--- src/hw/rtl/gaussian_row_smoother_core_assert.svh ---
// Assertion macros shared by the row smoother RTL.
// Depends on nothing; included by the files that carry assertions.
`ifndef GAUSSIAN_ROW_SMOOTHER_CORE_ASSERT_SVH
`define GAUSSIAN_ROW_SMOOTHER_CORE_ASSERT_SVH

// Consequent holds in the same cycle as the antecedent.
`define GSR_ASSERT_SAME(label, clk, rst_n, ante, cons, msg) \
	label: assert property (@(posedge clk) disable iff (!rst_n) (ante) |-> (cons)) \
		else $error(msg);

// Consequent holds in the cycle after the antecedent.
`define GSR_ASSERT_NEXT(label, clk, rst_n, ante, cons, msg) \
	label: assert property (@(posedge clk) disable iff (!rst_n) (ante) |=> (cons)) \
		else $error(msg);

`endif

--- src/hw/rtl/gsr_ram.sv ---
// Generic single-port-write, single-port-read RAM with a registered read.
// Depends on nothing.
module gsr_ram #(
	parameter int WIDTH = 32,
	parameter int DEPTH = 65
) (
	input  logic                     clk,
	input  logic                     we,
	input  logic [$clog2(DEPTH)-1:0] waddr,
	input  logic [WIDTH-1:0]         wdata,
	input  logic [$clog2(DEPTH)-1:0] raddr,
	output logic [WIDTH-1:0]         rdata
);

	logic [WIDTH-1:0] mem_q [DEPTH];

	always_ff @(posedge clk) begin
		if (we) begin
			mem_q[waddr] <= wdata;
		end
		rdata <= mem_q[raddr];
	end

endmodule

--- config.mk ---
export PLATFORM = sky130hd
export DESIGN_NAME = gsr_ram
export DESIGN_NICKNAME = d
export VERILOG_FILES = /design/src/hw/rtl/gaussian_row_smoother_core_assert.svh /design/src/hw/rtl/gsr_ram.sv
export SDC_FILE = /design/constraint.sdc
export NUM_CORES = 2
export LEC_CHECK = 0
export BUFFER_PORTS_ARGS = -buffer_cell sky130_fd_sc_hd__buf_4
export CORE_ASPECT_RATIO = 2
export CORE_UTILIZATION = 27
export CTS_BUF_LIST = sky130_fd_sc_hd__clkbuf_8
export CTS_CLUSTER_SIZE = 20
export DETAILED_ROUTE_END_ITERATION = 16
export PLACE_DENSITY = 0.39
export SLEW_MARGIN = 20
export SYNTH_ARGS = -nofsm -noshare
export SYNTH_HDL_FRONTEND = slang
export SYNTH_SLANG_ARGS = --single-unit
--- constraint.sdc ---
create_clock -name clk -period 4 [get_ports clk]
set_input_delay 0.8 -clock clk [delete_from_list [all_inputs] [get_ports clk]]
set_output_delay 0.8 -clock clk [all_outputs]
set_load 0.01 [all_outputs]
; ---- Word-level counts from Yosys, hierarchy flattened
; Memories as Yosys holds them, arrays and structs flattened. A register that Yosys moved wholly into a read port is not among the register bits.
; Cells that the tools add are included.
[totals]
reg_bits = 0
ramBits = 2080
in_bits = 48
output_inout_bits = 32
word_cells = 3
n_memories = 1
[memory_table]
columns = memory, depth, width, rd, rd_ports_with_merged_regs, write_ports, line
row1 = mem_q, 65, 32, 1, 1, 1, gsr_ram.sv:15  ; logic [WIDTH-1:0] mem_q [DEPTH];
[op_classes]
mux = 2
[ops]
columns = operator, count
row1 = $mux 1, 2

; ---- Longest topological paths before layout
[logic_depth]
word_depth = 2
mapped_depth = 10
depth_no_buf = 6

; ---- Least setup slack after synthesis
; No wires, ideal clock.
[synth_path]
path_kind = in2reg
startpoint = input we
endpoint = memory mem_q[20][0], enable pin
setup_ps = 461
t_arrival_ps = 3590
required_time_ps = 3539
path_slack_ps = -51
cell_stages = 3
n_path_buf = 1
cell_sequence = clkbuf_1 -> nand3_1 -> nor3_1
[synth_via]
elab_chain_len = 2
[synth_lines]
columns = item, line
row1 = "start, declared", gsr_ram.sv:8  ; input logic we,
row2 = $mux 1, gsr_ram.sv:18  ; if (we) begin
row3 = $mux 1 (not written as such), gsr_ram.sv:19  ; mem_q[waddr] <= wdata;
row4 = "end, declared", gsr_ram.sv:15
; No other way between the ends.

==> flow_summary.toml <==
[sta]
clock_skew_ns = 0.0411
max_freq_mhz = 342
finalSetupViolCount = 0
period_share_pct = 73.1
slew_headroom_pct = 25.0
hold_viol = 0
worst_slack_ns = 1.08
slew_violations = 0
post-route-min-period_ns = 2.92
tightestPinTransition_ns = 1.12
rsz0062_at_grt = "no"

[worst_hold_path]
min_path_type = "input port to flop"
hold_start = "wdata[31]"

[power]
leakage_nw = 29.7
vdd_drop_max_v = 0.000267
pwr_density_cell_nw_per_um2 = 457

[floorplan]
initial_utilization_pct = 27.2
die_h_um = 776
ios = 80
die_w_um = 389
num_rows = 283
die-area_um2 = 302000
core_area_um2 = 297000

[final_layout]
final_cell_mix = "edfxtp_1, mux2i_1, clkbuf_8"
area_delta_synth_final_pct = 15.9
fill_cells = 28700
drive_gt1_share_pct = 24.4
fin_nets = 4292
finalNonFillerCells = 8319
final_common_cell = "edfxtp_1"

[critical_path]
r2r_cells = 7
cp.arrival_ns = 3.74
rr_startpoint = "mem_q[54][5]"
rrSetupSlack_ns = 1.35
cp_max_fo = 22
startpoint = "raddr[2]"
cp-endpoint = "rdata[5]"
crit_required_ns = 4.81
worst_setup_path_end_kind = "flop"
rr_endpoint = "rdata[5]"
path_class = "input port to flop"
start_kind = "input port"

[synthesis]
yosysTopAreaCell = "edfxtp_1"
ys_types = 39
netlist_top_cells_area = "edfxtp_1, mux4_2, mux2i_1"
syn_area_um2 = 80900
synth_nets = 3917
synth_edf_count = 2080
synth-async-reset-ratio_pct = 0
postSynthCellCount = 3869
yosysSeqAreaShare_pct = 78.0
syn_avg_cell_area_um2 = 20.9
synth_top_area_share_pct = 77.2
yosysWarnings = 0
ys.flop_type = "edfxtp_1"
ys_ff_latch = 2112

[clock_network]
cts_sinks = 2112
clk_pin_slew_ns = 0.07
post_cts_buffers = 0
cts_buffer_depth = 4
cts_tree = "yes"
holdBufCountCts = 0
cts-resized-gates = 0
worstSkewPairLatency_ns = 0.95
htree_levels = 5
cts-root-buf = "clkbuf_8"
cts_buffers = 304

[global_routing]
grt_usage_pct = 15.9
grt_pass1_wl_um = 338000
antenna_found_initial = 34
grt_overflow = 0
grt_pass1_vias = 42400
grt_max_degree = 95

[place]
post-place-ws_ns = 0.104
dp_hpwl_um = 148000
dp.cells = 7785
io_buffers = 79
gp_congestion = 0.744

[drt]
antenna_left = 0
drt-met1-wl_um = 92100
wl_per_cell_um = 29.1
wl_met2_um = 133000
vias = 39500
drt-pass1-iter-count = 5
viasPerCell = 4.75
drtIter0Drc = 2623
routed_wl_um = 242000
drc = 0
dr_wl_met3_um = 9940
highest_layer = "met5"

[status]
status = "finished clean"

[run]
drv_cap = 0
-- synth_stat cells, types with 2 or more instances --
| cell type | instances |
|---|---|
| nand2_1 | 40 |
| a2111oi_0 | 31 |
| a21oi_1 | 32 |
| a211oi_1 | 192 |
| a221oi_1 | 32 |
| mux2_2 | 32 |
| a31oi_1 | 32 |
| buf_6 | 24 |
| buf_4 | 14 |
| nor3_1 | 9 |
| nand4b_1 | 2 |
| o21ai_0 | 64 |
| dfxtp_1 | 32 |
| mux4_2 | 320 |
| buf_2 | 82 |
| nand4_1 | 2 |
| or3_1 | 33 |
| edfxtp_1 | 2080 |
| o221ai_1 | 63 |
| nand3b_1 | 2 |
| o22a_1 | 32 |
| nand3_1 | 10 |
| mux2i_1 | 384 |
| nand2b_1 | 4 |
| nand4bb_1 | 2 |
| buf_1 | 10 |
| clkbuf_1 | 103 |
| nor2b_1 | 103 |
| nor2_1 | 93 |
-- logic make-up after synthesis --
logic type	synth area share [%]
mux	14.1
flops	78.0
simple gates	2.01
buf+inv	1.50
compound gates	4.35
-- power breakdown --
group	switching [mW]	internal, mW	total, mW
clock	8.36	7.76	16.1
combinational	1.40	0.797	2.19
sequential	0.121	24.4	24.5
-- metrics by stage --
| stage | setup TNS, ns | cell area, um2 | hold slack, ns | power (mW) | util, % |
|---|---|---|---|---|---|
| after CTS | 0 | 93700 | 0.262 | 43.7 | 31.5 |
| after floorplan | -4.86 | 80900 | 0.604 | 26.0 | - |
| final | 0 | 93800 | 0.387 | 42.8 | 31.5 |
| after global routing | 0 | 93700 | 0.346 | 44.4 | 31.5 |
| after detailed placement | 0 | 88300 | 0.662 | 27.3 | 29.7 |
| after global placement | -0.119 | 88300 | 0.622 | 27.3 | 29.7 |
-- area by class of cell --
class	instances	area [um2]	share of cell area, %
multi-input cells	1524	17100	18.3
clock inverters	201	953	1.02
well taps	3847	4810	5.13
repair buffers	302	3290	3.51
flip-flops and latches	2112	63100	67.3
clock buffers	323	4450	4.74
diodes	10	25.0	0.0267
-- flip-flops by register name, summed over array words and instances (netlist names) --
name,flops
mem_q,2080
rdata,32
-- how the worst min path moves through the flow --
stage                     cells after the start             to
after floorplan                               3       rdata[0]
after CTS                                     3  mem_q[64][31]
after global placement                        3      rdata[25]
final                                         1  mem_q[42][31]
after global routing                          3  mem_q[64][31]
after detailed placement                      3      rdata[25]
-- worst max-delay path, cell delays in order --
cell and delay, ns:
buf_8 0.30, buf_4 0.28, buf_4 0.26, mux2i_1 0.24, o221ai_1 0.14, a2111oi_1 0.85
buf_4 0.24, a31oi_1 0.20, or3_1 0.37
-- routing by layer --
layer	vias up	track usage [%]
li1	17000	-
met1	21400	18.0
met2	818	30.0
met3	360	2.67
met4	10	5.12
met5	-	0
(Power assumes the default switching activity.)
