--- src/hw/rtl/gaussian_row_smoother_core_assert.svh ---
// Assertion macros shared by the row smoother RTL.
// Depends on nothing; included by the files that carry assertions.
`ifndef GAUSSIAN_ROW_SMOOTHER_CORE_ASSERT_SVH
`define GAUSSIAN_ROW_SMOOTHER_CORE_ASSERT_SVH

// Consequent holds in the same cycle as the antecedent.
`define GSR_ASSERT_SAME(label, clk, rst_n, ante, cons, msg) \
	label: assert property (@(posedge clk) disable iff (!rst_n) (ante) |-> (cons)) \
		else $error(msg);

// Consequent holds in the cycle after the antecedent.
`define GSR_ASSERT_NEXT(label, clk, rst_n, ante, cons, msg) \
	label: assert property (@(posedge clk) disable iff (!rst_n) (ante) |=> (cons)) \
		else $error(msg);

`endif

--- src/hw/rtl/gsr_pkg.sv ---
// Package for the Gaussian row smoother: sizes, word types, states and the exp table.
// Used by every module of the block except gsr_ram; depends on nothing.
package gsr_pkg;

	localparam int HALF_WIDTH      = 32;
	localparam int WIN_LEN         = 2 * HALF_WIDTH + 1;
	localparam int EXP_TABLE_DEPTH = 1024;
	localparam int MAX_ROW         = 4096;

	localparam int POS_W   = $clog2(MAX_ROW);
	localparam int SLOT_W  = $clog2(WIN_LEN);
	localparam int DIST_W  = $clog2(HALF_WIDTH + 1);
	localparam int INV_W   = 20;
	localparam int EXP_W   = 31;
	localparam int ROM_AW  = $clog2(EXP_TABLE_DEPTH);
	localparam int ZQ_W    = DIST_W + INV_W;
	localparam int ZSQ_W   = 2 * ZQ_W;
	localparam int IDX_SHIFT = 34 - ROM_AW;
	localparam int IDXQ_W  = $clog2(5 * EXP_TABLE_DEPTH);
	localparam int RECIP_W = 14;
	localparam int EXP_Y_SHIFT = 26 - ROM_AW;

	localparam logic [INV_W-1:0]   INV_RESET   = INV_W'(65536);
	localparam logic [28:0]        INV_SQRT_2PI = 29'd428361012;
	localparam logic [ZSQ_W-1:0]   ZSQ_LIMIT   = ZSQ_W'(64'd20 << 32);
	localparam logic [RECIP_W-1:0] RECIP_5     = RECIP_W'(13108);
	localparam logic [63:0]        Q30_ONE     = 64'd1073741824;
	localparam logic [63:0]        Q30_HALF    = 64'd536870912;

	localparam int APB_AW = 3;
	localparam logic [APB_AW-1:0] REG_INV_SIGMA = 3'h0;

	typedef struct packed {
		logic signed [31:0] sample;
		logic               row_end;
	} item_t;

	typedef struct packed {
		logic [30:0] smoothed;
		logic        row_last;
	} result_t;

	typedef struct packed {
		logic [POS_W-1:0]  j;
		logic [POS_W-1:0]  lo;
		logic [POS_W-1:0]  hi;
		logic [SLOT_W-1:0] lo_slot;
		logic              last;
	} job_t;

	typedef struct packed {
		logic jobs_idle;
		logic job_room;
	} queue_status_t;

	typedef enum logic {
		FR_ACCEPT,
		FR_FLUSH
	} front_state_t;

	typedef enum logic [1:0] {
		BK_IDLE,
		BK_RUN,
		BK_DRAIN
	} back_state_t;

	typedef logic [EXP_W-1:0] exp_rom_t [EXP_TABLE_DEPTH];

	function automatic logic [SLOT_W-1:0] slot_inc(input logic [SLOT_W-1:0] s);
		logic [SLOT_W-1:0] r;
		r = (s == SLOT_W'(WIN_LEN - 1)) ? '0 : s + SLOT_W'(1);
		return r;
	endfunction

	function automatic logic [SLOT_W-1:0] slot_back(input logic [SLOT_W-1:0] s,
		input logic [SLOT_W-1:0] n);
		logic [SLOT_W-1:0] r;
		r = (s >= n) ? s - n : s + (SLOT_W'(WIN_LEN) - n);
		return r;
	endfunction

	function automatic exp_rom_t build_exp_rom();
		exp_rom_t    rom;
		logic [63:0] y;
		logic [63:0] term;
		logic [63:0] pos;
		logic [63:0] neg;
		logic [63:0] v;
		for (int i = 0; i < EXP_TABLE_DEPTH; i++) begin
			y    = 64'(i * 10) << EXP_Y_SHIFT;
			term = Q30_ONE;
			pos  = Q30_ONE;
			neg  = '0;
			for (int k = 1; k <= 16; k++) begin
				term = ((term * y) >> 30) / 64'(k);
				if (k[0]) begin
					neg = neg + term;
				end else begin
					pos = pos + term;
				end
			end
			v = pos - neg;
			for (int q = 0; q < 4; q++) begin
				v = (v * v + Q30_HALF) >> 30;
			end
			rom[i] = v[EXP_W-1:0];
		end
		return rom;
	endfunction

	localparam exp_rom_t EXP_ROM = build_exp_rom();

endpackage

--- src/hw/rtl/gsr_front.sv ---
// Front end: accepts sample words, writes the window and queues one job per output channel.
// Depends on gsr_pkg.
module gsr_front (
	input  logic                        clk,
	input  logic                        arst_n,
	input  logic                        push,
	output logic                        full,
	input  gsr_pkg::item_t              item,
	input  gsr_pkg::queue_status_t      qstat,
	output logic                        job_push,
	output gsr_pkg::job_t               job,
	output logic                        win_we,
	output logic [gsr_pkg::SLOT_W-1:0]  win_waddr,
	output logic [31:0]                 win_wdata
);

	gsr_pkg::front_state_t state_q, state_nxt;
	logic [gsr_pkg::POS_W-1:0]  pos_q, nout_q, jcnt_q, plast_q;
	logic [gsr_pkg::SLOT_W-1:0] slot_q, nout_slot_q, jslot_q;
	logic                       accept, row_done;
	logic [gsr_pkg::POS_W:0]    hi_ext;

	assign accept   = push && !full;
	assign row_done = item.row_end || (pos_q == gsr_pkg::POS_W'(gsr_pkg::MAX_ROW - 1));

	always_comb begin
		state_nxt = state_q;
		unique case (state_q)
			gsr_pkg::FR_ACCEPT: begin
				if (accept && row_done) begin
					state_nxt = gsr_pkg::FR_FLUSH;
				end
			end
			gsr_pkg::FR_FLUSH: begin
				if (qstat.job_room && jcnt_q == plast_q) begin
					state_nxt = gsr_pkg::FR_ACCEPT;
				end
			end
			default: state_nxt = gsr_pkg::FR_ACCEPT;
		endcase
	end

	always_comb begin
		full      = 1'b1;
		job_push  = 1'b0;
		job       = '0;
		hi_ext    = '0;
		win_we    = 1'b0;
		win_waddr = slot_q;
		win_wdata = item.sample;
		unique case (state_q)
			gsr_pkg::FR_ACCEPT: begin
				full   = !qstat.jobs_idle;
				win_we = accept;
				if (accept && !row_done && pos_q >= gsr_pkg::POS_W'(gsr_pkg::HALF_WIDTH)) begin
					job_push = 1'b1;
					job.j    = pos_q - gsr_pkg::POS_W'(gsr_pkg::HALF_WIDTH);
					job.hi   = pos_q;
					if (pos_q >= gsr_pkg::POS_W'(2 * gsr_pkg::HALF_WIDTH)) begin
						job.lo      = pos_q - gsr_pkg::POS_W'(2 * gsr_pkg::HALF_WIDTH);
						job.lo_slot = gsr_pkg::slot_inc(slot_q);
					end
				end
			end
			gsr_pkg::FR_FLUSH: begin
				job_push = qstat.job_room;
				job.j    = jcnt_q;
				job.last = (jcnt_q == plast_q);
				hi_ext   = {1'b0, jcnt_q} + (gsr_pkg::POS_W + 1)'(gsr_pkg::HALF_WIDTH);
				job.hi   = (hi_ext > {1'b0, plast_q}) ? plast_q : hi_ext[gsr_pkg::POS_W-1:0];
				if (jcnt_q >= gsr_pkg::POS_W'(gsr_pkg::HALF_WIDTH)) begin
					job.lo      = jcnt_q - gsr_pkg::POS_W'(gsr_pkg::HALF_WIDTH);
					job.lo_slot = gsr_pkg::slot_back(jslot_q,
						gsr_pkg::SLOT_W'(gsr_pkg::HALF_WIDTH));
				end
			end
			default: full = 1'b1;
		endcase
	end

	always_ff @(posedge clk or negedge arst_n) begin
		if (!arst_n) begin
			state_q     <= gsr_pkg::FR_ACCEPT;
			pos_q       <= '0;
			slot_q      <= '0;
			nout_q      <= '0;
			nout_slot_q <= '0;
			jcnt_q      <= '0;
			jslot_q     <= '0;
			plast_q     <= '0;
		end else begin
			state_q <= state_nxt;
			if (state_q == gsr_pkg::FR_ACCEPT && accept) begin
				if (row_done) begin
					jcnt_q      <= nout_q;
					jslot_q     <= nout_slot_q;
					plast_q     <= pos_q;
					pos_q       <= '0;
					slot_q      <= '0;
					nout_q      <= '0;
					nout_slot_q <= '0;
				end else begin
					if (pos_q >= gsr_pkg::POS_W'(gsr_pkg::HALF_WIDTH)) begin
						nout_q      <= pos_q - gsr_pkg::POS_W'(gsr_pkg::HALF_WIDTH - 1);
						nout_slot_q <= gsr_pkg::slot_back(slot_q,
							gsr_pkg::SLOT_W'(gsr_pkg::HALF_WIDTH - 1));
					end
					pos_q  <= pos_q + gsr_pkg::POS_W'(1);
					slot_q <= gsr_pkg::slot_inc(slot_q);
				end
			end
			if (state_q == gsr_pkg::FR_FLUSH && qstat.job_room) begin
				jcnt_q  <= jcnt_q + gsr_pkg::POS_W'(1);
				jslot_q <= gsr_pkg::slot_inc(jslot_q);
			end
		end
	end

endmodule

--- config.mk ---
export PLATFORM = sky130hd
export DESIGN_NAME = gsr_front
export DESIGN_NICKNAME = d
export VERILOG_FILES = /design/src/hw/rtl/gaussian_row_smoother_core_assert.svh /design/src/hw/rtl/gsr_pkg.sv /design/src/hw/rtl/gsr_front.sv
export SDC_FILE = /design/constraint.sdc
export NUM_CORES = 1
export LEC_CHECK = 0
export ABC_AREA = 1
export BUFFER_PORTS_ARGS = -buffer_cell sky130_fd_sc_hd__clkbuf_2
export CAP_MARGIN = 20
export CORE_MARGIN = 2
export CORE_UTILIZATION = 52
export CTS_BUF_LIST = sky130_fd_sc_hd__clkbuf_4
export DETAILED_ROUTE_END_ITERATION = 12
export PLACE_DENSITY = 0.79
export SLEW_MARGIN = 5
export SYNTH_ARGS = -nofsm -noshare
export SYNTH_HDL_FRONTEND = slang
export SYNTH_SLANG_ARGS = --single-unit
export TNS_END_PERCENT = 100
--- constraint.sdc ---
create_clock -name clk -period 2.9 [get_ports clk]
set_clock_uncertainty 0.15 [all_clocks]
set_input_delay 0.435 -clock clk [delete_from_list [all_inputs] [get_ports clk]]
set_output_delay 0.435 -clock clk [all_outputs]
set_load 0.05 [all_outputs]
# After elaboration in Yosys (flattened, before gate mapping)
# Index checks and enable logic that the tools add are counted.
# totals
ff_bits	70
output_inout_bits	86
elab_cells	80
# classes
add_sub_neg	13
magnitude_cmp	6
eq_ne	4
mux	31
bitwise_logic	1
n_reduce_logical	17
# op_table
op	n
$mux 12	9
$pmux 43 s2	1
$mux 7	12
$mux 43	1
$add 12x1->12 const B	2
$ge 12x6->1 const B	2
$sub 12x6->12 const B	2
$add 7x1->7 const B	2
$add 7x6->7 const B	2
$eq 7x7->1 const B	2
$add 12x6->13 const B	1
$gt 13x12->1	1
$eq 12x12->1	1
$eq 12x12->1 const B	1
$ge 12x7->1 const B	1
$sub 12x5->12 const B	1
$sub 12x7->12 const B	1
$ge 7x5->1 const B	1
$ge 7x6->1 const B	1
$logic_and 1x1->1	7
$sub 7x5->7 const B	1
$sub 7x6->7 const B	1
$mux 1	6
$reduce_and 2->1	3
5 further kinds	10

# Depth between registers and ports, before layout
# depth
word_depth	8
ltp_mapped	19
mapped_depth_nobuf	17

# Worst setup path before layout
# OpenSTA, ideal clock, no wires.
# synth_path
kind	reg-to-output
from	register jcnt_q[5] in the netlist's numbering
to	output job[13] in the netlist's numbering
t_arrival_ps	2594
required_ps	2315
setup_slack_ps	-279
stages_incl_launch_ff	19
path_buffers	1
path_cell_list	dfrtp_1 -> ha_1 -> nand2_1 -> inv_1 -> nand3_1 -> xor2_1 -> inv_1 -> ha_1 -> inv_1 -> nor2_1 -> nand3_1 -> nor2_1 -> nand2_1 -> nand2_1 -> nand2_1 -> buf_4 -> nand2_1 -> nand3_1 -> nand2_1
# synth_lines
item	line	text
from (decl)	gsr_front.sv:18	logic [gsr_pkg::POS_W-1:0] pos_q, nout_q, jcnt_q, plast_q;
from (signal assigned)	gsr_front.sv:95	jcnt_q <= nout_q;
from (signal assigned)	gsr_front.sv:113	jcnt_q <= jcnt_q + gsr_pkg::POS_W'(1);
to (decl)	gsr_front.sv:11	output gsr_pkg::job_t job,

==> reports/metrics.json <==
{
  "timing.max_slew.rel_slack": {"value": 58.25, "unit": "%"},
  "critical_path.most_common_cell": {"value": "inv_1"},
  "antenna_found_initial": {"value": 0},
  "floorplan.initialDensity": {"value": 52.70, "unit": "%"},
  "slew_violations": {"value": 0},
  "ys_ff_latch": {"value": 70},
  "placement.io_buffers": {"value": 59},
  "maxCapViolations": {"value": 0},
  "detail_route.wirelength": {"value": 21050, "unit": "um"},
  "routed_wire_length_per_instance": {"value": 18.86, "unit": "um"},
  "route.met3.wl": {"value": 1721, "unit": "um"},
  "clock_sink_count": {"value": 70},
  "antennaDiodeCount": {"value": 0},
  "detail_route.vias_per_cell": {"value": 5.911},
  "max_stage_delay": {"value": 410, "unit": "ps"},
  "cp-start-kind": {"value": "flip-flop"},
  "final_cell_mix": {"value": "204 x nand2_1, 77 x buf_4, 72 x inv_1"},
  "dieArea": {"value": 12300, "unit": "um2"},
  "highest_fanout_seen_on_the_critical_path": {"value": 6},
  "place_worst_setup_slack": {"value": -286.0, "unit": "ps"},
  "setup-tns-final": {"value": -11570, "unit": "ps"},
  "timing.fmax": {"value": 263.5, "unit": "MHz"},
  "route.detailed.drc": {"value": 0},
  "clkTransAtPathRegs": {"value": 140, "unit": "ps"},
  "cts-root-buf": {"value": "clkbuf_4"},
  "regArea": {"value": 1758, "unit": "um2"},
  "fp.coreArea": {"value": 11270, "unit": "um2"},
  "n_fill_cell": {"value": 690},
  "synth-warning-count": {"value": 0},
  "tritoncts": {"value": "yes"},
  "drive_above_1_share": {"value": 36.59, "unit": "%"},
  "synth.avg_cell_area": {"value": 6.876, "unit": "um2"},
  "outcome": {"value": "finished with violations"},
  "ys_top_cells_by_area": {"value": "dfrtp_1 29%, nand2_1 17%, nand3_1 7.8%, ha_1 6.7%, inv_1 5.1%"},
  "combined_buffer_and_inverter_count_along_the_critical_path": {"value": 6},
  "global_route_usage_sum": {"value": 29.15, "unit": "%"},
  "hold_class": {"value": "in2reg"},
  "clockBufferDepth": {"value": 2},
  "synth.yosys.seq_area_share": {"value": 29.49, "unit": "%"},
  "cp-end-kind": {"value": "output port"},
  "grt_pass1_wl": {"value": 29030, "unit": "um"},
  "cts_inserted_buffers": {"value": 9},
  "gp_routability_congestion": {"value": 0.9428},
  "detail_route.iter0.violations": {"value": 589},
  "first_global_vias": {"value": 6044},
  "layout.cells.most_common": {"value": "nand2_1"},
  "nets": {"value": 1038},
  "htreeDepth": {"value": 3},
  "highest-signal-layer": {"value": "met4"},
  "utilization": {"value": 76.58, "unit": "%"},
  "netlist.area_leader.share": {"value": 29.49, "unit": "%"},
  "syn_area": {"value": 5941, "unit": "um2"},
  "clk_latency": {"value": 470, "unit": "ps"},
  "area_growth_syn_to_layout": {"value": 45.30, "unit": "%"},
  "post-route-min-period": {"value": 3795, "unit": "ps"},
  "min_period_over_period": {"value": 130.9, "unit": "%"},
  "worst-path-stages": {"value": 19},
  "path_cells": {"value": "nand3_1 -> nor2_2 -> inv_1 -> buf_4 -> nand2_1 -> inv_1 -> ha_1 -> nand2_1 -> inv_1 -> nand3_2 -> nor2_4 -> nand2_2 -> nand2_4 -> nand2_8 -> buf_6 -> nand2_2 -> nand3_2 -> nand2_4 -> buf_12"},
  "ys_types": {"value": 38},
  "multi_input_comb_area": {"value": 4254, "unit": "um2"},
  "arrival": {"value": 3210, "unit": "ps"},
  "dr_wl_met2": {"value": 9924, "unit": "um"},
  "final_critical_path_setup_slack": {"value": -895.1, "unit": "ps"},
  "violations": {"value": "negative setup slack"},
  "critPathSlowestCell": {"value": "dfrtp_1"},
  "design.portCount": {"value": 124},
  "drt_pre_antenna_iters": {"value": 8},
  "setup_repair_after_global_routing_missed_its_margin": {"value": "true"},
  "min_path_cells": {"value": 4},
  "grt_max_degree": {"value": 71},
  "global_route.overflow_total": {"value": 0},
  "drt-met1-wl": {"value": 8137, "unit": "um"},
  "critical_path.top_delay_family": {"value": "simple AND/OR/NAND/NOR gates"},
  "core.rowCount": {"value": 39},
  "timing.critical_path.required": {"value": 2320, "unit": "ps"},
  "hpwlAfterDp": {"value": 12620, "unit": "um"},
  "timing.reg2reg.worst_path_depth": {"value": 7},
  "mappedNetlistNets": {"value": 934},
  "die_y": {"value": 110.9, "unit": "um"},
  "die_width": {"value": 110.9, "unit": "um"},
  "worst_slew_pin_slew": {"value": 621.5, "unit": "ps"},
  "timing_hold_violations_final": {"value": 0},
  "worstSetupPathType": {"value": "reg2out"},
  "synthesis.instances": {"value": 864},
  "drt.antenna.violating_nets": {"value": 0},
  "netlist.top_cell.by_area": {"value": "dfrtp_1"},
  "final-setup-viol-count": {"value": 36},
  "routed-via-count": {"value": 6597}
}
## worst register-to-register path: cells and delay by family, from the launching register on
family                 cells  cell delay (ps)
DFF                        1              440
and+or+nand+nor            4              840
AOI/OAI and AO/OA          1              110
buffers and inverters      2              710
## synth_stat cells
| library cell | count |
|---|---|
| nand2_1 | 264 |
| nand3_1 | 93 |
| inv_1 | 81 |
| dfrtp_1 | 70 |
| o21ai_0 | 58 |
| nor2_1 | 53 |
| buf_4 | 40 |
| ha_1 | 32 |
| xor2_1 | 30 |
| o21ai_1 | 17 |
| buf_2 | 14 |
| a21oi_1 | 12 |
| nor3_1 | 12 |
| inv_2 | 10 |
| nand4_1 | 10 |
| nand3b_1 | 9 |
| buf_6 | 7 |
| nand3_2 | 7 |
| o211ai_1 | 7 |
| o22ai_1 | 6 |
| clkbuf_1 | 5 |
| nand2_2 | 5 |
| nand3_4 | 3 |
| xnor2_1 | 3 |
| nand2_4 | 2 |
| nor3_2 | 2 |
| a21oi_2 | 1 |
| buf_1 | 1 |
| clkinv_1 | 1 |
| inv_4 | 1 |
| inv_6 | 1 |
| nand2_8 | 1 |
| nor2_2 | 1 |
| nor2_4 | 1 |
| nor2_8 | 1 |
| nor4_1 | 1 |
| o31ai_4 | 1 |
| or2_2 | 1 |
## sequential cells by signal, summed over array words and instances, names as in the netlist
register,count
jcnt_q,12
jslot_q,7
nout_q,12
nout_slot_q,7
plast_q,12
pos_q,12
state_q,1
win_waddr,7
## per-stage QoR
stage	area (um2)	std cells	hold WS (ps)
floorplan	6132	864	-10.59
global placement	7186	1056	322.5
detailed placement	7186	1056	330.3
CTS	7772	1093	75.04
global route	8632	1116	87.77
finish	8632	1116	89.18
## cell families (layout without fill, tap and decap cells)
group / count (synthesis) / count (layout) / share of synthesized area (%)
buf+inv: 161 / 270 / 14.01
compound gates: 102 / 102 / 9.351
flops: 70 / 70 / 29.49
simple gates: 466 / 466 / 35.55
fa+ha+maj: 32 / 32 / 6.740
xor+xnor: 33 / 33 / 4.865
## worst paths after layout
kind | startpoint | endpoint | slack [ps]
hold / removal | qstat[0] | state_q | 90
max in group asynchronous | arst_n | pos_q[8] | 1880
setup / recovery | jcnt_q[7] | job[16] | -900
hold reg to reg | plast_q[4] | plast_q[4] | 360
setup reg to reg | state_q | jslot_q[1] | 560
min in group asynchronous | arst_n | jcnt_q[9] | 330
## what timing repair did
item                                   in CTS  in global routing
setup endpoints to repair                  44                 44
buffers inserted                           18                 22
hold buffers                                1                  0
gates cloned                                2                  3
endpoints found under the hold margin      70                  0
gates resized for setup                    65                150
pin swaps                                  20                 46
## area by class of cell
class                      instances  share of cell area, %
multi-input combinational        633                  49.28
timing repair buffer             160                  21.68
sequential                        70                  20.37
inverter                          94                  4.406
tap                              143                  2.073
clock inverter                     7                  1.406
clock buffer                       9                 0.7827
## metal layers
layer / up-vias / GRT usage [%]
met1: 3099 / 37.38
met5: - / 0
met4: 0 / 15.00
met2: 401 / 46.79
met3: 125 / 5.796
li1: 2972 / -
Power is left out: the tool's default activity adds up to more than one toggle a clock period on the data nets, which glitch-free logic cannot reach.
